[src/rtl/plsm_pkg.sv]
package plsm_pkg;

    localparam int TIME_W = 32;
    localparam int CFG_IDX_W = 3;

    // link state codes, also the encoding of the conn_state field
    typedef enum logic [2:0] {
        ST_WAIT       = 3'd0,
        ST_PAIRING    = 3'd1,
        ST_PAIRED     = 3'd2,
        ST_CONNECTING = 3'd3,
        ST_CONNECTED  = 3'd4
    } conn_state_t;

    // item sequencer
    typedef enum logic [1:0] {
        SEQ_IDLE = 2'd0,
        SEQ_DIV  = 2'd1,
        SEQ_DONE = 2'd2
    } seq_state_t;

    // item kinds
    localparam logic FUNC_START = 1'b0;
    localparam logic FUNC_TICK  = 1'b1;

    // link event codes
    localparam logic [2:0] EV_NONE         = 3'd0;
    localparam logic [2:0] EV_PAIR_DONE    = 3'd1;
    localparam logic [2:0] EV_PAIR_TIMEOUT = 3'd2;
    localparam logic [2:0] EV_CONN_DONE    = 3'd3;
    localparam logic [2:0] EV_CONN_TIMEOUT = 3'd4;
    localparam logic [2:0] EV_LINK_LOST    = 3'd5;

    // configuration register indexes
    localparam logic [CFG_IDX_W-1:0] CFG_PAIRING_TIMEOUT    = 3'd0;
    localparam logic [CFG_IDX_W-1:0] CFG_PAIRED_HOLD        = 3'd1;
    localparam logic [CFG_IDX_W-1:0] CFG_CONNECTING_TIMEOUT = 3'd2;
    localparam logic [CFG_IDX_W-1:0] CFG_AUTO_PAIR_DELAY    = 3'd3;
    localparam logic [CFG_IDX_W-1:0] CFG_AUTO_PAIR_RETRY    = 3'd4;
    localparam logic [CFG_IDX_W-1:0] CFG_SLOW_BLINK         = 3'd5;
    localparam logic [CFG_IDX_W-1:0] CFG_FAST_BLINK         = 3'd6;

    // configuration reset values
    localparam logic [TIME_W-1:0] RST_PAIRING_TIMEOUT    = 32'd10000000;
    localparam logic [TIME_W-1:0] RST_PAIRED_HOLD        = 32'd500000;
    localparam logic [TIME_W-1:0] RST_CONNECTING_TIMEOUT = 32'd3000000;
    localparam logic [TIME_W-1:0] RST_AUTO_PAIR_RETRY    = 32'd1500000;
    localparam logic [TIME_W-1:0] RST_SLOW_BLINK         = 32'd1000000;
    localparam logic [TIME_W-1:0] RST_FAST_BLINK         = 32'd500000;

    // one-shot link commands of one result
    typedef struct packed {
        logic start_pair;
        logic stop_pair;
        logic start_conn;
        logic stop_conn;
        logic clear_bond;
    } cmd_t;

    // divider response
    typedef struct packed {
        logic done;
        logic q_lsb;
    } div_rsp_t;

endpackage

[src/rtl/pairing_link_state_machine_core.sv]
// sequence: an item whose led follows a blink pattern starts the divider on its accepting
//   edge and waits for its quotient lsb, any other item skips the divider; the result then
//   loads into the output register once that register is free or its transfer completes
// throughput: one item at a time, the next transfer is taken only after the result loads
// reset: state wait, deadlines zero, led off, no pending pair request, registers at
//   their documented defaults, output empty
module pairing_link_state_machine_core (
    input  logic        clk,
    input  logic        rst_n,

    // item input channel
    input  logic        in_valid,
    output logic        in_stall,
    input  logic        func,
    input  logic [31:0] now_us,
    input  logic [2:0]  link_event,
    input  logic        has_bond,
    input  logic        is_connected,
    input  logic        pair_request,
    input  logic        unpair_request,

    // result output channel
    output logic        out_valid,
    input  logic        out_stall,
    output logic [2:0]  conn_state,
    output logic        led_level,
    output logic        report_allowed,
    output logic        start_pairing_cmd,
    output logic        stop_pairing_cmd,
    output logic        start_connect_cmd,
    output logic        stop_connect_cmd,
    output logic        clear_bond_cmd,

    // configuration write channel
    input  logic        cfg_valid,
    output logic        cfg_ready,
    input  logic [2:0]  cfg_index,
    input  logic [31:0] cfg_data
);

    // ------------------------------------------------------------------
    // configuration registers
    // the auto pair delay is not stored: writes to its index are dropped, and the wait entry
    // of a start item sets the auto pair deadline from the retry register instead
    // ------------------------------------------------------------------
    logic [31:0] pair_to_reg, hold_reg, conn_to_reg, retry_reg, slow_reg, fast_reg;

    assign cfg_ready = 1'b1;

    always_ff @(posedge clk or negedge rst_n)
    begin
        if (!rst_n)
        begin
            pair_to_reg <= plsm_pkg::RST_PAIRING_TIMEOUT;
            hold_reg    <= plsm_pkg::RST_PAIRED_HOLD;
            conn_to_reg <= plsm_pkg::RST_CONNECTING_TIMEOUT;
            retry_reg   <= plsm_pkg::RST_AUTO_PAIR_RETRY;
            slow_reg    <= plsm_pkg::RST_SLOW_BLINK;
            fast_reg    <= plsm_pkg::RST_FAST_BLINK;
        end
        else if (cfg_valid && cfg_ready)
        begin
            unique case (cfg_index)
                plsm_pkg::CFG_PAIRING_TIMEOUT:    pair_to_reg <= cfg_data;
                plsm_pkg::CFG_PAIRED_HOLD:        hold_reg    <= cfg_data;
                plsm_pkg::CFG_CONNECTING_TIMEOUT: conn_to_reg <= cfg_data;
                plsm_pkg::CFG_AUTO_PAIR_RETRY:    retry_reg   <= cfg_data;
                plsm_pkg::CFG_SLOW_BLINK:         slow_reg    <= cfg_data;
                plsm_pkg::CFG_FAST_BLINK:         fast_reg    <= cfg_data;
                default:                          ;
            endcase
        end
    end

    // ------------------------------------------------------------------
    // link state
    // ------------------------------------------------------------------
    plsm_pkg::conn_state_t mode_reg, mode_next;
    plsm_pkg::seq_state_t  seq_reg, seq_next;
    logic [31:0]           phase_dl_reg, phase_dl_next;
    logic [31:0]           auto_dl_reg, auto_dl_next;
    logic                  led_reg, led_next;
    logic                  pend_reg, pend_next;
    plsm_pkg::cmd_t        cmd_reg, cmd_next;

    // output register
    logic                  out_valid_reg, out_valid_next;
    plsm_pkg::conn_state_t out_state_reg, out_state_next;
    logic                  out_led_reg, out_led_next;
    plsm_pkg::cmd_t        out_cmd_reg, out_cmd_next;

    // shared divider for the blink phase
    logic                  div_start;
    logic [31:0]           div_den;
    plsm_pkg::div_rsp_t    div_rsp;

    plsm_div #(
        .WIDTH(plsm_pkg::TIME_W)
    ) u_div (
        .clk     (clk),
        .rst_n   (rst_n),
        .start   (div_start),
        .dividend(now_us),
        .divisor (div_den),
        .rsp     (div_rsp)
    );

    // ------------------------------------------------------------------
    // transition decision for the item on the input
    // deadlines use the sign of the wrapped difference
    // ------------------------------------------------------------------
    logic                  accept;
    logic [31:0]           phase_diff, auto_diff;
    logic                  phase_hit, auto_hit;
    logic                  go;
    plsm_pkg::conn_state_t tgt;
    logic                  dec_pend;
    logic                  dec_clear;
    logic                  blink_en;
    logic [31:0]           half;

    assign accept     = in_valid && !in_stall;
    assign phase_diff = now_us - phase_dl_reg;
    assign auto_diff  = now_us - auto_dl_reg;
    assign phase_hit  = ~phase_diff[31];
    assign auto_hit   = (auto_dl_reg != '0) && ~auto_diff[31];

    always_comb
    begin
        go        = 1'b0;
        tgt       = mode_reg;
        dec_clear = 1'b0;
        dec_pend  = pend_reg | pair_request;
        blink_en  = 1'b0;

        if (func == plsm_pkg::FUNC_START)
        begin
            dec_pend = 1'b0;
            go       = 1'b1;
            tgt      = plsm_pkg::ST_WAIT;
        end
        else if (unpair_request)
        begin
            dec_pend  = 1'b0;
            dec_clear = 1'b1;
            go        = 1'b1;
            tgt       = plsm_pkg::ST_WAIT;
        end
        else
        begin
            unique case (mode_reg)
                plsm_pkg::ST_WAIT:
                begin
                    priority if (dec_pend)
                    begin
                        dec_pend = 1'b0;
                        go       = 1'b1;
                        tgt      = plsm_pkg::ST_PAIRING;
                    end
                    else if (has_bond)
                    begin
                        go  = 1'b1;
                        tgt = plsm_pkg::ST_CONNECTING;
                    end
                    else if (auto_hit)
                    begin
                        go  = 1'b1;
                        tgt = plsm_pkg::ST_PAIRING;
                    end
                end
                plsm_pkg::ST_PAIRING:
                begin
                    priority if (link_event == plsm_pkg::EV_PAIR_DONE)
                    begin
                        go  = 1'b1;
                        tgt = plsm_pkg::ST_PAIRED;
                    end
                    else if (link_event == plsm_pkg::EV_PAIR_TIMEOUT || phase_hit)
                    begin
                        go  = 1'b1;
                        tgt = plsm_pkg::ST_WAIT;
                    end
                end
                plsm_pkg::ST_PAIRED:
                begin
                    if (phase_hit)
                    begin
                        go  = 1'b1;
                        tgt = plsm_pkg::ST_CONNECTING;
                    end
                end
                plsm_pkg::ST_CONNECTING:
                begin
                    priority if (link_event == plsm_pkg::EV_CONN_DONE)
                    begin
                        go  = 1'b1;
                        tgt = plsm_pkg::ST_CONNECTED;
                    end
                    else if (link_event == plsm_pkg::EV_CONN_TIMEOUT || phase_hit)
                    begin
                        go  = 1'b1;
                        tgt = plsm_pkg::ST_WAIT;
                    end
                end
                plsm_pkg::ST_CONNECTED:
                begin
                    if (link_event == plsm_pkg::EV_LINK_LOST || !is_connected)
                    begin
                        go  = 1'b1;
                        tgt = plsm_pkg::ST_CONNECTING;
                    end
                end
                default:
                begin
                    // undefined mode code recovers into wait
                    go  = 1'b1;
                    tgt = plsm_pkg::ST_WAIT;
                end
            endcase

            // blink pattern follows the state after the transition
            blink_en = (tgt == plsm_pkg::ST_WAIT) || (tgt == plsm_pkg::ST_PAIRING)
                    || (tgt == plsm_pkg::ST_CONNECTING);
        end

        // slow blink in wait, fast blink otherwise; a zero half period counts as one
        half = (tgt == plsm_pkg::ST_WAIT) ? slow_reg : fast_reg;
        if (half == '0)
        begin
            half = 32'd1;
        end
    end

    // ------------------------------------------------------------------
    // sequencer: decide on the accepting edge, run the divider when the led
    // blinks, then move the result into the output register
    // ------------------------------------------------------------------
    always_comb
    begin
        seq_next       = seq_reg;
        mode_next      = mode_reg;
        phase_dl_next  = phase_dl_reg;
        auto_dl_next   = auto_dl_reg;
        led_next       = led_reg;
        pend_next      = pend_reg;
        cmd_next       = cmd_reg;
        out_valid_next = out_valid_reg && out_stall;
        out_state_next = out_state_reg;
        out_led_next   = out_led_reg;
        out_cmd_next   = out_cmd_reg;
        div_start      = 1'b0;
        div_den        = half;

        unique case (seq_reg)
            plsm_pkg::SEQ_IDLE:
            begin
                if (accept)
                begin
                    pend_next           = dec_pend;
                    cmd_next            = '0;
                    cmd_next.clear_bond = dec_clear;
                    if (go)
                    begin
                        mode_next = tgt;
                        led_next  = 1'b1;
                        unique case (tgt)
                            plsm_pkg::ST_WAIT:
                            begin
                                cmd_next.stop_pair = 1'b1;
                                cmd_next.stop_conn = 1'b1;
                                phase_dl_next      = '0;
                                auto_dl_next       = has_bond ? '0 : now_us + retry_reg;
                            end
                            plsm_pkg::ST_PAIRING:
                            begin
                                cmd_next.start_pair = 1'b1;
                                phase_dl_next       = now_us + pair_to_reg;
                            end
                            plsm_pkg::ST_PAIRED:
                            begin
                                cmd_next.stop_pair = 1'b1;
                                phase_dl_next      = now_us + hold_reg;
                            end
                            plsm_pkg::ST_CONNECTING:
                            begin
                                cmd_next.start_conn = 1'b1;
                                phase_dl_next       = now_us + conn_to_reg;
                            end
                            default:
                            begin
                                phase_dl_next = '0;
                            end
                        endcase
                    end
                    if (blink_en)
                    begin
                        div_start = 1'b1;
                        seq_next  = plsm_pkg::SEQ_DIV;
                    end
                    else
                    begin
                        seq_next = plsm_pkg::SEQ_DONE;
                    end
                end
            end
            plsm_pkg::SEQ_DIV:
            begin
                if (div_rsp.done)
                begin
                    // led on while the quotient is even
                    led_next = ~div_rsp.q_lsb;
                    seq_next = plsm_pkg::SEQ_DONE;
                end
            end
            plsm_pkg::SEQ_DONE:
            begin
                // output register is free or its transfer completes now
                if (!out_valid_reg || !out_stall)
                begin
                    out_valid_next = 1'b1;
                    out_state_next = mode_reg;
                    out_led_next   = led_reg;
                    out_cmd_next   = cmd_reg;
                    seq_next       = plsm_pkg::SEQ_IDLE;
                end
            end
            default:
            begin
                seq_next = plsm_pkg::SEQ_IDLE;
            end
        endcase
    end

    always_ff @(posedge clk or negedge rst_n)
    begin
        if (!rst_n)
        begin
            seq_reg       <= plsm_pkg::SEQ_IDLE;
            mode_reg      <= plsm_pkg::ST_WAIT;
            phase_dl_reg  <= '0;
            auto_dl_reg   <= '0;
            led_reg       <= 1'b0;
            pend_reg      <= 1'b0;
            out_valid_reg <= 1'b0;
        end
        else
        begin
            seq_reg       <= seq_next;
            mode_reg      <= mode_next;
            phase_dl_reg  <= phase_dl_next;
            auto_dl_reg   <= auto_dl_next;
            led_reg       <= led_next;
            pend_reg      <= pend_next;
            out_valid_reg <= out_valid_next;
        end
    end

    always_ff @(posedge clk)
    begin
        cmd_reg       <= cmd_next;
        out_state_reg <= out_state_next;
        out_led_reg   <= out_led_next;
        out_cmd_reg   <= out_cmd_next;
    end

    // ------------------------------------------------------------------
    // ports
    // ------------------------------------------------------------------
    assign in_stall          = (seq_reg != plsm_pkg::SEQ_IDLE);
    assign out_valid         = out_valid_reg;
    assign conn_state        = out_state_reg;
    assign led_level         = out_led_reg;
    assign report_allowed    = (out_state_reg == plsm_pkg::ST_CONNECTED);
    assign start_pairing_cmd = out_cmd_reg.start_pair;
    assign stop_pairing_cmd  = out_cmd_reg.stop_pair;
    assign start_connect_cmd = out_cmd_reg.start_conn;
    assign stop_connect_cmd  = out_cmd_reg.stop_conn;
    assign clear_bond_cmd    = out_cmd_reg.clear_bond;

    // ------------------------------------------------------------------
    // assertions
    // ------------------------------------------------------------------
    a_div_done_in_div: assert property (@(posedge clk) disable iff (!rst_n)
        div_rsp.done |-> (seq_reg == plsm_pkg::SEQ_DIV))
        else $error("divider finished outside the divide phase");

    a_accept_leaves_idle: assert property (@(posedge clk) disable iff (!rst_n)
        accept |=> (seq_reg == plsm_pkg::SEQ_DIV || seq_reg == plsm_pkg::SEQ_DONE))
        else $error("accepted transfer did not start processing");

    a_start_pair_state: assert property (@(posedge clk) disable iff (!rst_n)
        (out_valid_reg && out_cmd_reg.start_pair) |-> (out_state_reg == plsm_pkg::ST_PAIRING))
        else $error("start pairing command without pairing state");

    a_stop_conn_wait: assert property (@(posedge clk) disable iff (!rst_n)
        (out_valid_reg && out_cmd_reg.stop_conn) |-> (out_state_reg == plsm_pkg::ST_WAIT))
        else $error("stop connect command outside wait");

    a_deadline_wait: assert property (@(posedge clk) disable iff (!rst_n)
        (mode_reg == plsm_pkg::ST_WAIT) |-> (phase_dl_reg == '0))
        else $error("phase deadline armed in wait");

endmodule

[src/rtl/plsm_div.sv]
// restoring divider, one quotient bit per cycle, reports the quotient lsb
module plsm_div #(
    parameter int WIDTH = plsm_pkg::TIME_W
) (
    input  logic                clk,
    input  logic                rst_n,
    input  logic                start,
    input  logic [WIDTH-1:0]    dividend,
    input  logic [WIDTH-1:0]    divisor,
    output plsm_pkg::div_rsp_t  rsp
);

    localparam int CNT_W = (WIDTH > 1) ? $clog2(WIDTH) : 1;
    localparam logic [CNT_W-1:0] CNT_LAST = CNT_W'(WIDTH - 1);

    logic [WIDTH-1:0] rem_reg, rem_next;
    logic [WIDTH-1:0] quo_reg, quo_next;
    logic [WIDTH-1:0] den_reg, den_next;
    logic [CNT_W-1:0] cnt_reg, cnt_next;
    logic             busy_reg, busy_next;
    logic             done_reg, done_next;
    logic             q_reg, q_next;

    logic [WIDTH:0]   shifted;
    logic [WIDTH:0]   diff;
    logic             ge;

    always_comb
    begin
        shifted = {rem_reg, quo_reg[WIDTH-1]};
        diff    = shifted - {1'b0, den_reg};
        ge      = ~diff[WIDTH];

        rem_next  = rem_reg;
        quo_next  = quo_reg;
        den_next  = den_reg;
        cnt_next  = cnt_reg;
        busy_next = busy_reg;
        done_next = 1'b0;
        q_next    = q_reg;

        if (start)
        begin
            rem_next  = '0;
            quo_next  = dividend;
            den_next  = divisor;
            cnt_next  = CNT_LAST;
            busy_next = 1'b1;
        end
        else if (busy_reg)
        begin
            rem_next = ge ? diff[WIDTH-1:0] : shifted[WIDTH-1:0];
            quo_next = {quo_reg[WIDTH-2:0], ge};
            cnt_next = cnt_reg - 1'b1;
            if (cnt_reg == '0)
            begin
                busy_next = 1'b0;
                done_next = 1'b1;
                q_next    = ge;
            end
        end
    end

    always_ff @(posedge clk or negedge rst_n)
    begin
        if (!rst_n)
        begin
            busy_reg <= 1'b0;
            done_reg <= 1'b0;
            cnt_reg  <= '0;
        end
        else
        begin
            busy_reg <= busy_next;
            done_reg <= done_next;
            cnt_reg  <= cnt_next;
        end
    end

    always_ff @(posedge clk)
    begin
        rem_reg <= rem_next;
        quo_reg <= quo_next;
        den_reg <= den_next;
        q_reg   <= q_next;
    end

    assign rsp.done  = done_reg;
    assign rsp.q_lsb = q_reg;

endmodule
[config.mk]
export PLATFORM = sky130hd
export DESIGN_NAME = pairing_link_state_machine_core
export DESIGN_NICKNAME = d
export VERILOG_FILES = /design/src/rtl/plsm_pkg.sv /design/src/rtl/pairing_link_state_machine_core.sv /design/src/rtl/plsm_div.sv
export SDC_FILE = /design/constraint.sdc
export NUM_CORES = 1
export LEC_CHECK = 0
export BUFFER_PORTS_ARGS = -buffer_cell sky130_fd_sc_hd__buf_2
export CAP_MARGIN = 5
export CORE_MARGIN = 1
export CORE_UTILIZATION = 50
export CTS_BUF_LIST = sky130_fd_sc_hd__clkbuf_8
export DETAILED_ROUTE_END_ITERATION = 7
export PLACE_DENSITY = 0.69
export SKIP_LAST_GASP = 1
export SLEW_MARGIN = 20
export SYNTH_ARGS = -nofsm -noshare
export SYNTH_HDL_FRONTEND = slang
export SYNTH_SLANG_ARGS = --single-unit
[constraint.sdc]
create_clock -name clk -period 5.9 [get_ports clk]
set_input_delay 1.18 -clock clk [delete_from_list [all_inputs] [get_ports clk]]
set_output_delay 1.18 -clock clk [all_outputs]
set_load 0.01 [all_outputs]
# ---- Yosys cells after proc, flatten, opt, wreduce, memory -nomap -nowiden
# Cells that the tools add are included.
dict set report totals {
  out_inout_bits 13
  ff_bits 382
}
dict set report op_classes {
  n_reduce_logical 38
  n_mux 64
  n_addsub 8
  eq_ne 26
  n_bitwise 6
}
# operator count
set op_table {}
lappend op_table {{two-way mux 32 bit} 5}
lappend op_table {{adder 32 bit} 4}
lappend op_table {{case mux 32 bit (3 select lines)} 1}
lappend op_table {{subtractor 32 bit} 2}
lappend op_table {{two-way mux 3 bit} 13}
lappend op_table {{two-way mux 1 bit} 35}
lappend op_table {{subtractor 33 x 32 -> 33 bit} 1}
lappend op_table {{logical NOT 32 bit} 1}
lappend op_table {{nonzero test 32 bit} 1}
lappend op_table {{== test 3 x 2 -> 1 bit (second input constant)} 8}
lappend op_table {{== test 3 bit (second input constant)} 7}
lappend op_table {{AND reduction 2 bit} 8}
lappend op_table {{== test 3 x 1 -> 1 bit (second input constant)} 5}
lappend op_table {{case mux 3 bit (5 select lines)} 1}
lappend op_table {{logical NOT 3 bit} 4}
lappend op_table {{two-way mux 5 bit} 2}
lappend op_table {{AND reduction 3 bit} 3}
lappend op_table {{two-way mux 2 bit} 4}
lappend op_table {{AND reduction 4 bit} 2}
lappend op_table {{logical OR 1 bit} 6}
lappend op_table {{inequality test 2 bit (second input constant)} 3}
lappend op_table {{case mux 2 bit (3 select lines)} 1}
lappend op_table {{nonzero test 2 bit} 3}
lappend op_table {{logical NOT 5 bit} 1}
lappend op_table {{other kinds (12)} 21}

# ---- Depth between registers and ports, before layout
dict set report logic_depth {
  ltp_word 19
  mapped_depth 25
}

# ---- Modules after synthesis
# From an unflattened synthesis, not the netlist that was laid out.
dict set report hier_totals {
  hier_cells 2136
  hier_area_um2 22648.0
}
# module instances cells_each area_each_um2
set modules_own_cells {}
lappend modules_own_cells {pairing_link_state_machine_core 1 1524 16584.7}
lappend modules_own_cells {plsm_div 1 612 6063.3}

# ---- Least setup slack after synthesis
# OpenSTA, ideal clock, no wires.
dict set report synth_path {
  path_type {in2reg}
  startpoint {input port now_us[28]}
  endpoint {register phase_dl_reg[28]}
  t_arrival_ps 6252
  setup_ps 133
  path_slack_ps -485
  cell_stages 24
  path_buffers 2
  cell_sequence {ha_1 -> a21o_1 -> a21o_1 -> a221oi_1 -> nand2_1 -> or3_4 -> a211o_1 -> nand3_1 -> buf_2 -> buf_2 -> mux2i_1 -> o21ai_0 -> fa_1 -> nand3_1 -> nand2_1 -> a31oi_1 -> o21ai_0 -> a21o_1 -> a31o_2 -> a2111oi_0 -> o31ai_1 -> a21oi_1 -> xor2_1 -> o21ai_0}
}
dict set report synth_via {
  elab_chain_len 13
  elab_cells_between_ends 39
  classes_between {add/sub: 5; eq/ne: 3; mux: 25; bitwise: 2; reduce/logical: 4}
}
# element line
set synth_rtl {}
lappend synth_rtl {{from (decl)} pairing_link_state_machine_core.sv:15} ;# input logic [31:0] now_us,
lappend synth_rtl {{subtractor 32 bit} pairing_link_state_machine_core.sv:124} ;# assign auto_diff = now_us - auto_dl_reg;
lappend synth_rtl {{NOT 1 bit} pairing_link_state_machine_core.sv:126} ;# assign auto_hit = (auto_dl_reg != '0) && ~auto_diff[31];
lappend synth_rtl {{logical AND 1 bit} pairing_link_state_machine_core.sv:126}
lappend synth_rtl {{two-way mux 3 bit} pairing_link_state_machine_core.sv:165} ;# else if (auto_hit)
lappend synth_rtl {{two-way mux 3 bit} pairing_link_state_machine_core.sv:160} ;# else if (has_bond)
lappend synth_rtl {{two-way mux 3 bit} pairing_link_state_machine_core.sv:154} ;# priority if (dec_pend)
lappend synth_rtl {{case mux 3 bit (5 select lines)} pairing_link_state_machine_core.sv:151} ;# unique case (mode_reg)
lappend synth_rtl {{two-way mux 3 bit} pairing_link_state_machine_core.sv:142} ;# else if (unpair_request)
lappend synth_rtl {{two-way mux 3 bit} pairing_link_state_machine_core.sv:136} ;# if (func == plsm_pkg::FUNC_START)
lappend synth_rtl {{two-way mux 3 bit} pairing_link_state_machine_core.sv:142}
lappend synth_rtl {{two-way mux 3 bit} pairing_link_state_machine_core.sv:136}
lappend synth_rtl {{== test 3 x 2 -> 1 bit / == test 3 x 1 -> 1 bit (equally long branches)} pairing_link_state_machine_core.sv:266} ;# unique case (tgt)
lappend synth_rtl {{case mux 32 bit (3 select lines)} pairing_link_state_machine_core.sv:266}
lappend synth_rtl {{to (signal assigned)} pairing_link_state_machine_core.sv:350} ;# phase_dl_reg <= phase_dl_next;
lappend synth_rtl {{to (decl)} pairing_link_state_machine_core.sv:80} ;# logic [31:0] phase_dl_reg, phase_dl_next;
# Parallel ways exist; a longest one is shown, timed or not. The select of a mux whose other input is x is not followed.
# A chain may end at the register's enable or synchronous reset.

# ---- Final worst setup path
dict set report layout_path {
  startpoint {input port now_us[18]}
  endpoint {register phase_dl_reg[30]}
}
# Same word-level chain as after synthesis.

==> results.sh <==
export IMPL_design_area_um2=25900
export IMPL_async_flop_share_pct=70.9
export IMPL_nets=2642
export IMPL_fin_util_pct=59.9
export IMPL_h_tree_depth=3
export IMPL_dp_hpwl_um=44700
export IMPL_drt_iter0_markers=1409
export IMPL_synth_top_family_by_area="compound AO/OA/AOI/OAI gates"
export IMPL_use_met1_pct=37.7
export IMPL_cts_made_buffers=70
export IMPL_cts_buffer_depth=3
export IMPL_coreArea_um2=43200
export IMPL_synthAdderAreaFrac_pct=9.56
export IMPL_r2r_slack_ns=0.38
export IMPL_timing_final_ws_setup_ns=0.116
export IMPL_final_cell_mix="nand2_1, mux2_2, dfrtp_1"
export IMPL_wl_um=61400
export IMPL_crit_required_ns=6.41
export IMPL_max_stage_delay_ns=0.51
export IMPL_num_vias=17600
export IMPL_overflow=0
export IMPL_cp_buffers_inverters=2
export IMPL_ir_worst_vdd_mv=0.238
export IMPL_r2r_start="auto_dl_reg[17]$_DFFE_PN0P_"
export IMPL_io_pin_count=93
export IMPL_fin_crit_ns=5.78
export IMPL_final_common_cell="nand2_1"
export IMPL_dp_slack_ns=-0.823
export IMPL_hold_viol_final=0
export IMPL_numPortBuffers=91
export IMPL_switching_share_pct=38.9
export IMPL_clock_skew_ns=0.0391
export IMPL_fin_crit_sh_pct=98.0
export IMPL_slew_violations=0
export IMPL_muxShareOfSynthArea_pct=13.1
export IMPL_netlist_instances=2138
export IMPL_grtUsageTotal_pct=28.0
export IMPL_p_seq_share_pct=34.6
export IMPL_power_density_nw_per_um2=475
export IMPL_syn_cell_area_um2=22000
export IMPL_synth_compound_area_share_pct=13.6
export IMPL_r2r_end="phase_dl_reg[30]$_DFFE_PN0P_"
export IMPL_first_global_vias=17600
export IMPL_top_usage_layer="met2"
export IMPL_syn_nets=2384
export IMPL_synth_xor_area_share_pct=3.39
export IMPL_grt_use_met3_pct=5.64
export IMPL_grt_use_met2_pct=44.1
export IMPL_cp_num_cells=24
export IMPL_drc=0
export IMPL_cp_max_fo=7
export IMPL_wl_per_cell_um=20.2
export IMPL_grt_pass1_wl_um=96200
export IMPL_grt_setup_unrepaired="yes"
export IMPL_cp_data_arrival_time_ns=6.29
export IMPL_synth_main_ff_cell="dfrtp_1"
export IMPL_area_growth_pct=17.8
export IMPL_cap_violations=0
export IMPL_gp_congestion=0.971
export IMPL_crit_path_end_kind="register"
export IMPL_postRouteAntennaNets=0
export IMPL_clk_latency_ns=0.66
export IMPL_cts_num_sinks=382
export IMPL_fp_dieArea_um2=44800
export IMPL_die_x_um=212
export IMPL_start_util_pct=50.9
export IMPL_cellLeakagePower_nw=11.8
export IMPL_worstPathCellList="buf_2, ha_1, nand4_1, nor4_1, a2bb2oi_1, buf_4, a211o_1, a31oi_2, nand3_4, mux2i_1, o21ai_0, ha_1, fa_1, nand3_1, nand2_1, a31oi_4, o21ai_2, a21o_1, a31o_2, a2111oi_4, o31ai_1, a21oi_1, xor2_1, o21ai_0"
export IMPL_status="completed"
export IMPL_setup_viol=0
export IMPL_firstDrtPassIters=8
export IMPL_synth_seq_area_share_pct=44.9
export IMPL_die_h_um=212
export IMPL_pwr_share_comb_pct=44.6
export IMPL_max_freq_mhz=173
export IMPL_synthSimpleGateAreaFrac_pct=11.9
export IMPL_ys_warn_count=0
export IMPL_cp_top_family="compound AO/OA/AOI/OAI gates"
export IMPL_ys_ff_latch=382
export IMPL_root_buffer="clkbuf_8"
export IMPL_internal_power_mw=7.50
export IMPL_synth_cell_types=73
export IMPL_grt_max_degree=183
export IMPL_slowest_stage="nor4_1"
export IMPL_hold_start="cmd_reg[0]$_SDFFCE_PN0P_"
export IMPL_crit_path_start_kind="input pin"
export IMPL_cts_tree="yes"
export IMPL_drive_gt1_share_pct=28.2
export IMPL_whs_path_depth=0
export IMPL_synth_edf_count=79
export IMPL_std_cell_rows=76
export IMPL_clkTransAtPathRegs_ns=0.06
export IMPL_place_area_um2=24200
export IMPL_rr_worst_depth=24
export IMPL_cts_hold_buf=0
export IMPL_p_clk_share_pct=20.8
export IMPL_syn_mean_instance_area_um2=10.3
export IMPL_holdPathEnd="clear_bond_cmd$_DFFE_PP_"
export IMPL_worstSetupPathType="in2reg"
export IMPL_p_sw_mw=4.78
export IMPL_min_path_type="reg2reg"
export IMPL_antenna_found_initial=4
export IMPL_worst_pin_slew_ns=1.05
export IMPL_slew_headroom_pct=29.4
export IMPL_via_per_inst=5.79
## worst max-delay path by stage
stage               slack [ns]        from                      endpoint
floorplan                 0.04  now_us[28]  phase_dl_reg[28]$_DFFE_PN0P_
global placement         -0.75  now_us[28]  phase_dl_reg[28]$_DFFE_PN0P_
detailed placement       -0.82  now_us[28]  phase_dl_reg[28]$_DFFE_PN0P_
CTS                       0.06   now_us[1]  phase_dl_reg[28]$_DFFE_PN0P_
global route             -0.03  now_us[20]  phase_dl_reg[31]$_DFFE_PN0P_
finish                    0.12  now_us[18]  phase_dl_reg[30]$_DFFE_PN0P_
## cell usage after synthesis, types with 27 or more instances
master    number  area share (%)
nand2_1      299             5.1
mux2_2       223              11
dfrtp_1      222              25
ha_1         163             9.3
o21ai_0      146             3.3
inv_1        121             2.1
a21oi_1      102             2.3
edfxtp_1      79              11
clkbuf_1      73             1.2
dfstp_2       49             5.9
xnor2_1       49             2.0
nor2_1        48            0.82
a21o_1        47             1.6
a31oi_1       43             1.2
mux2i_1       36             1.6
xor2_1        36             1.4
nand2b_1      33            0.94
dfxtp_1       32             2.9
nor4_1        31            0.88
o31ai_1       31             1.1
nor3_1        28            0.64
nand3_1       27            0.62
## what timing repair did
item,4_1_cts,5_1_grt
cloned,0,1
buffers inserted,0,6
pin swaps,0,15
setup endpoints to repair,5,15
resized for setup,3,31
## per-stage QoR
stage	cells	power (mW)	hold WS, ns	TNS [ns]
after floorplan	2138	7.80	0.400	0
after global routing	3041	13.1	0.434	-0.0699
after detailed placement	2902	9.51	0.407	-10.65
final	3041	12.3	0.424	0
after CTS	3031	12.1	0.425	0
after global placement	2902	9.34	0.405	-9.58
## layout make-up
class | count | area [um2]
antenna | 3 | 7.51
clock buffer | 86 | 1180
inverter | 123 | 462
timing repair buffer | 271 | 1860
fill | 3663 | 17300
multi-input combinational | 1548 | 11500
tap | 585 | 732
clock inverter | 43 | 229
sequential | 382 | 9860
## layer usage
metal	vias to the layer above	share of wire [%]	wire length, um
met5	-	0	0
met4	0	4.1	2490
met3	135	7.1	4340
met2	603	45	27900
met1	8634	43	26700
li1	8247	-	-
## power by group through the flow
stage	registers [mW]	logic (mW)	clock network (mW)
3_3_place_gp	4.23	5.10	0
4_1_cts	4.23	5.30	2.61
6_report	4.24	5.48	2.56
2_1_floorplan	4.06	3.74	0
3_5_place_dp	4.27	5.25	0
5_1_grt	4.34	6.05	2.73
## logic make-up (layout without fill, tap and decap cells)
group	count (synthesis)	in the layout
AOI/OAI and AO/OA	475	476
xor gates and xnor gates	85	85
adders and majority gates	166	166
buffers and inverters	209	523
DFF	382	382
muxes	259	259
other	1	4
and+or+nand+nor	561	561
(Power assumes the default switching activity.)
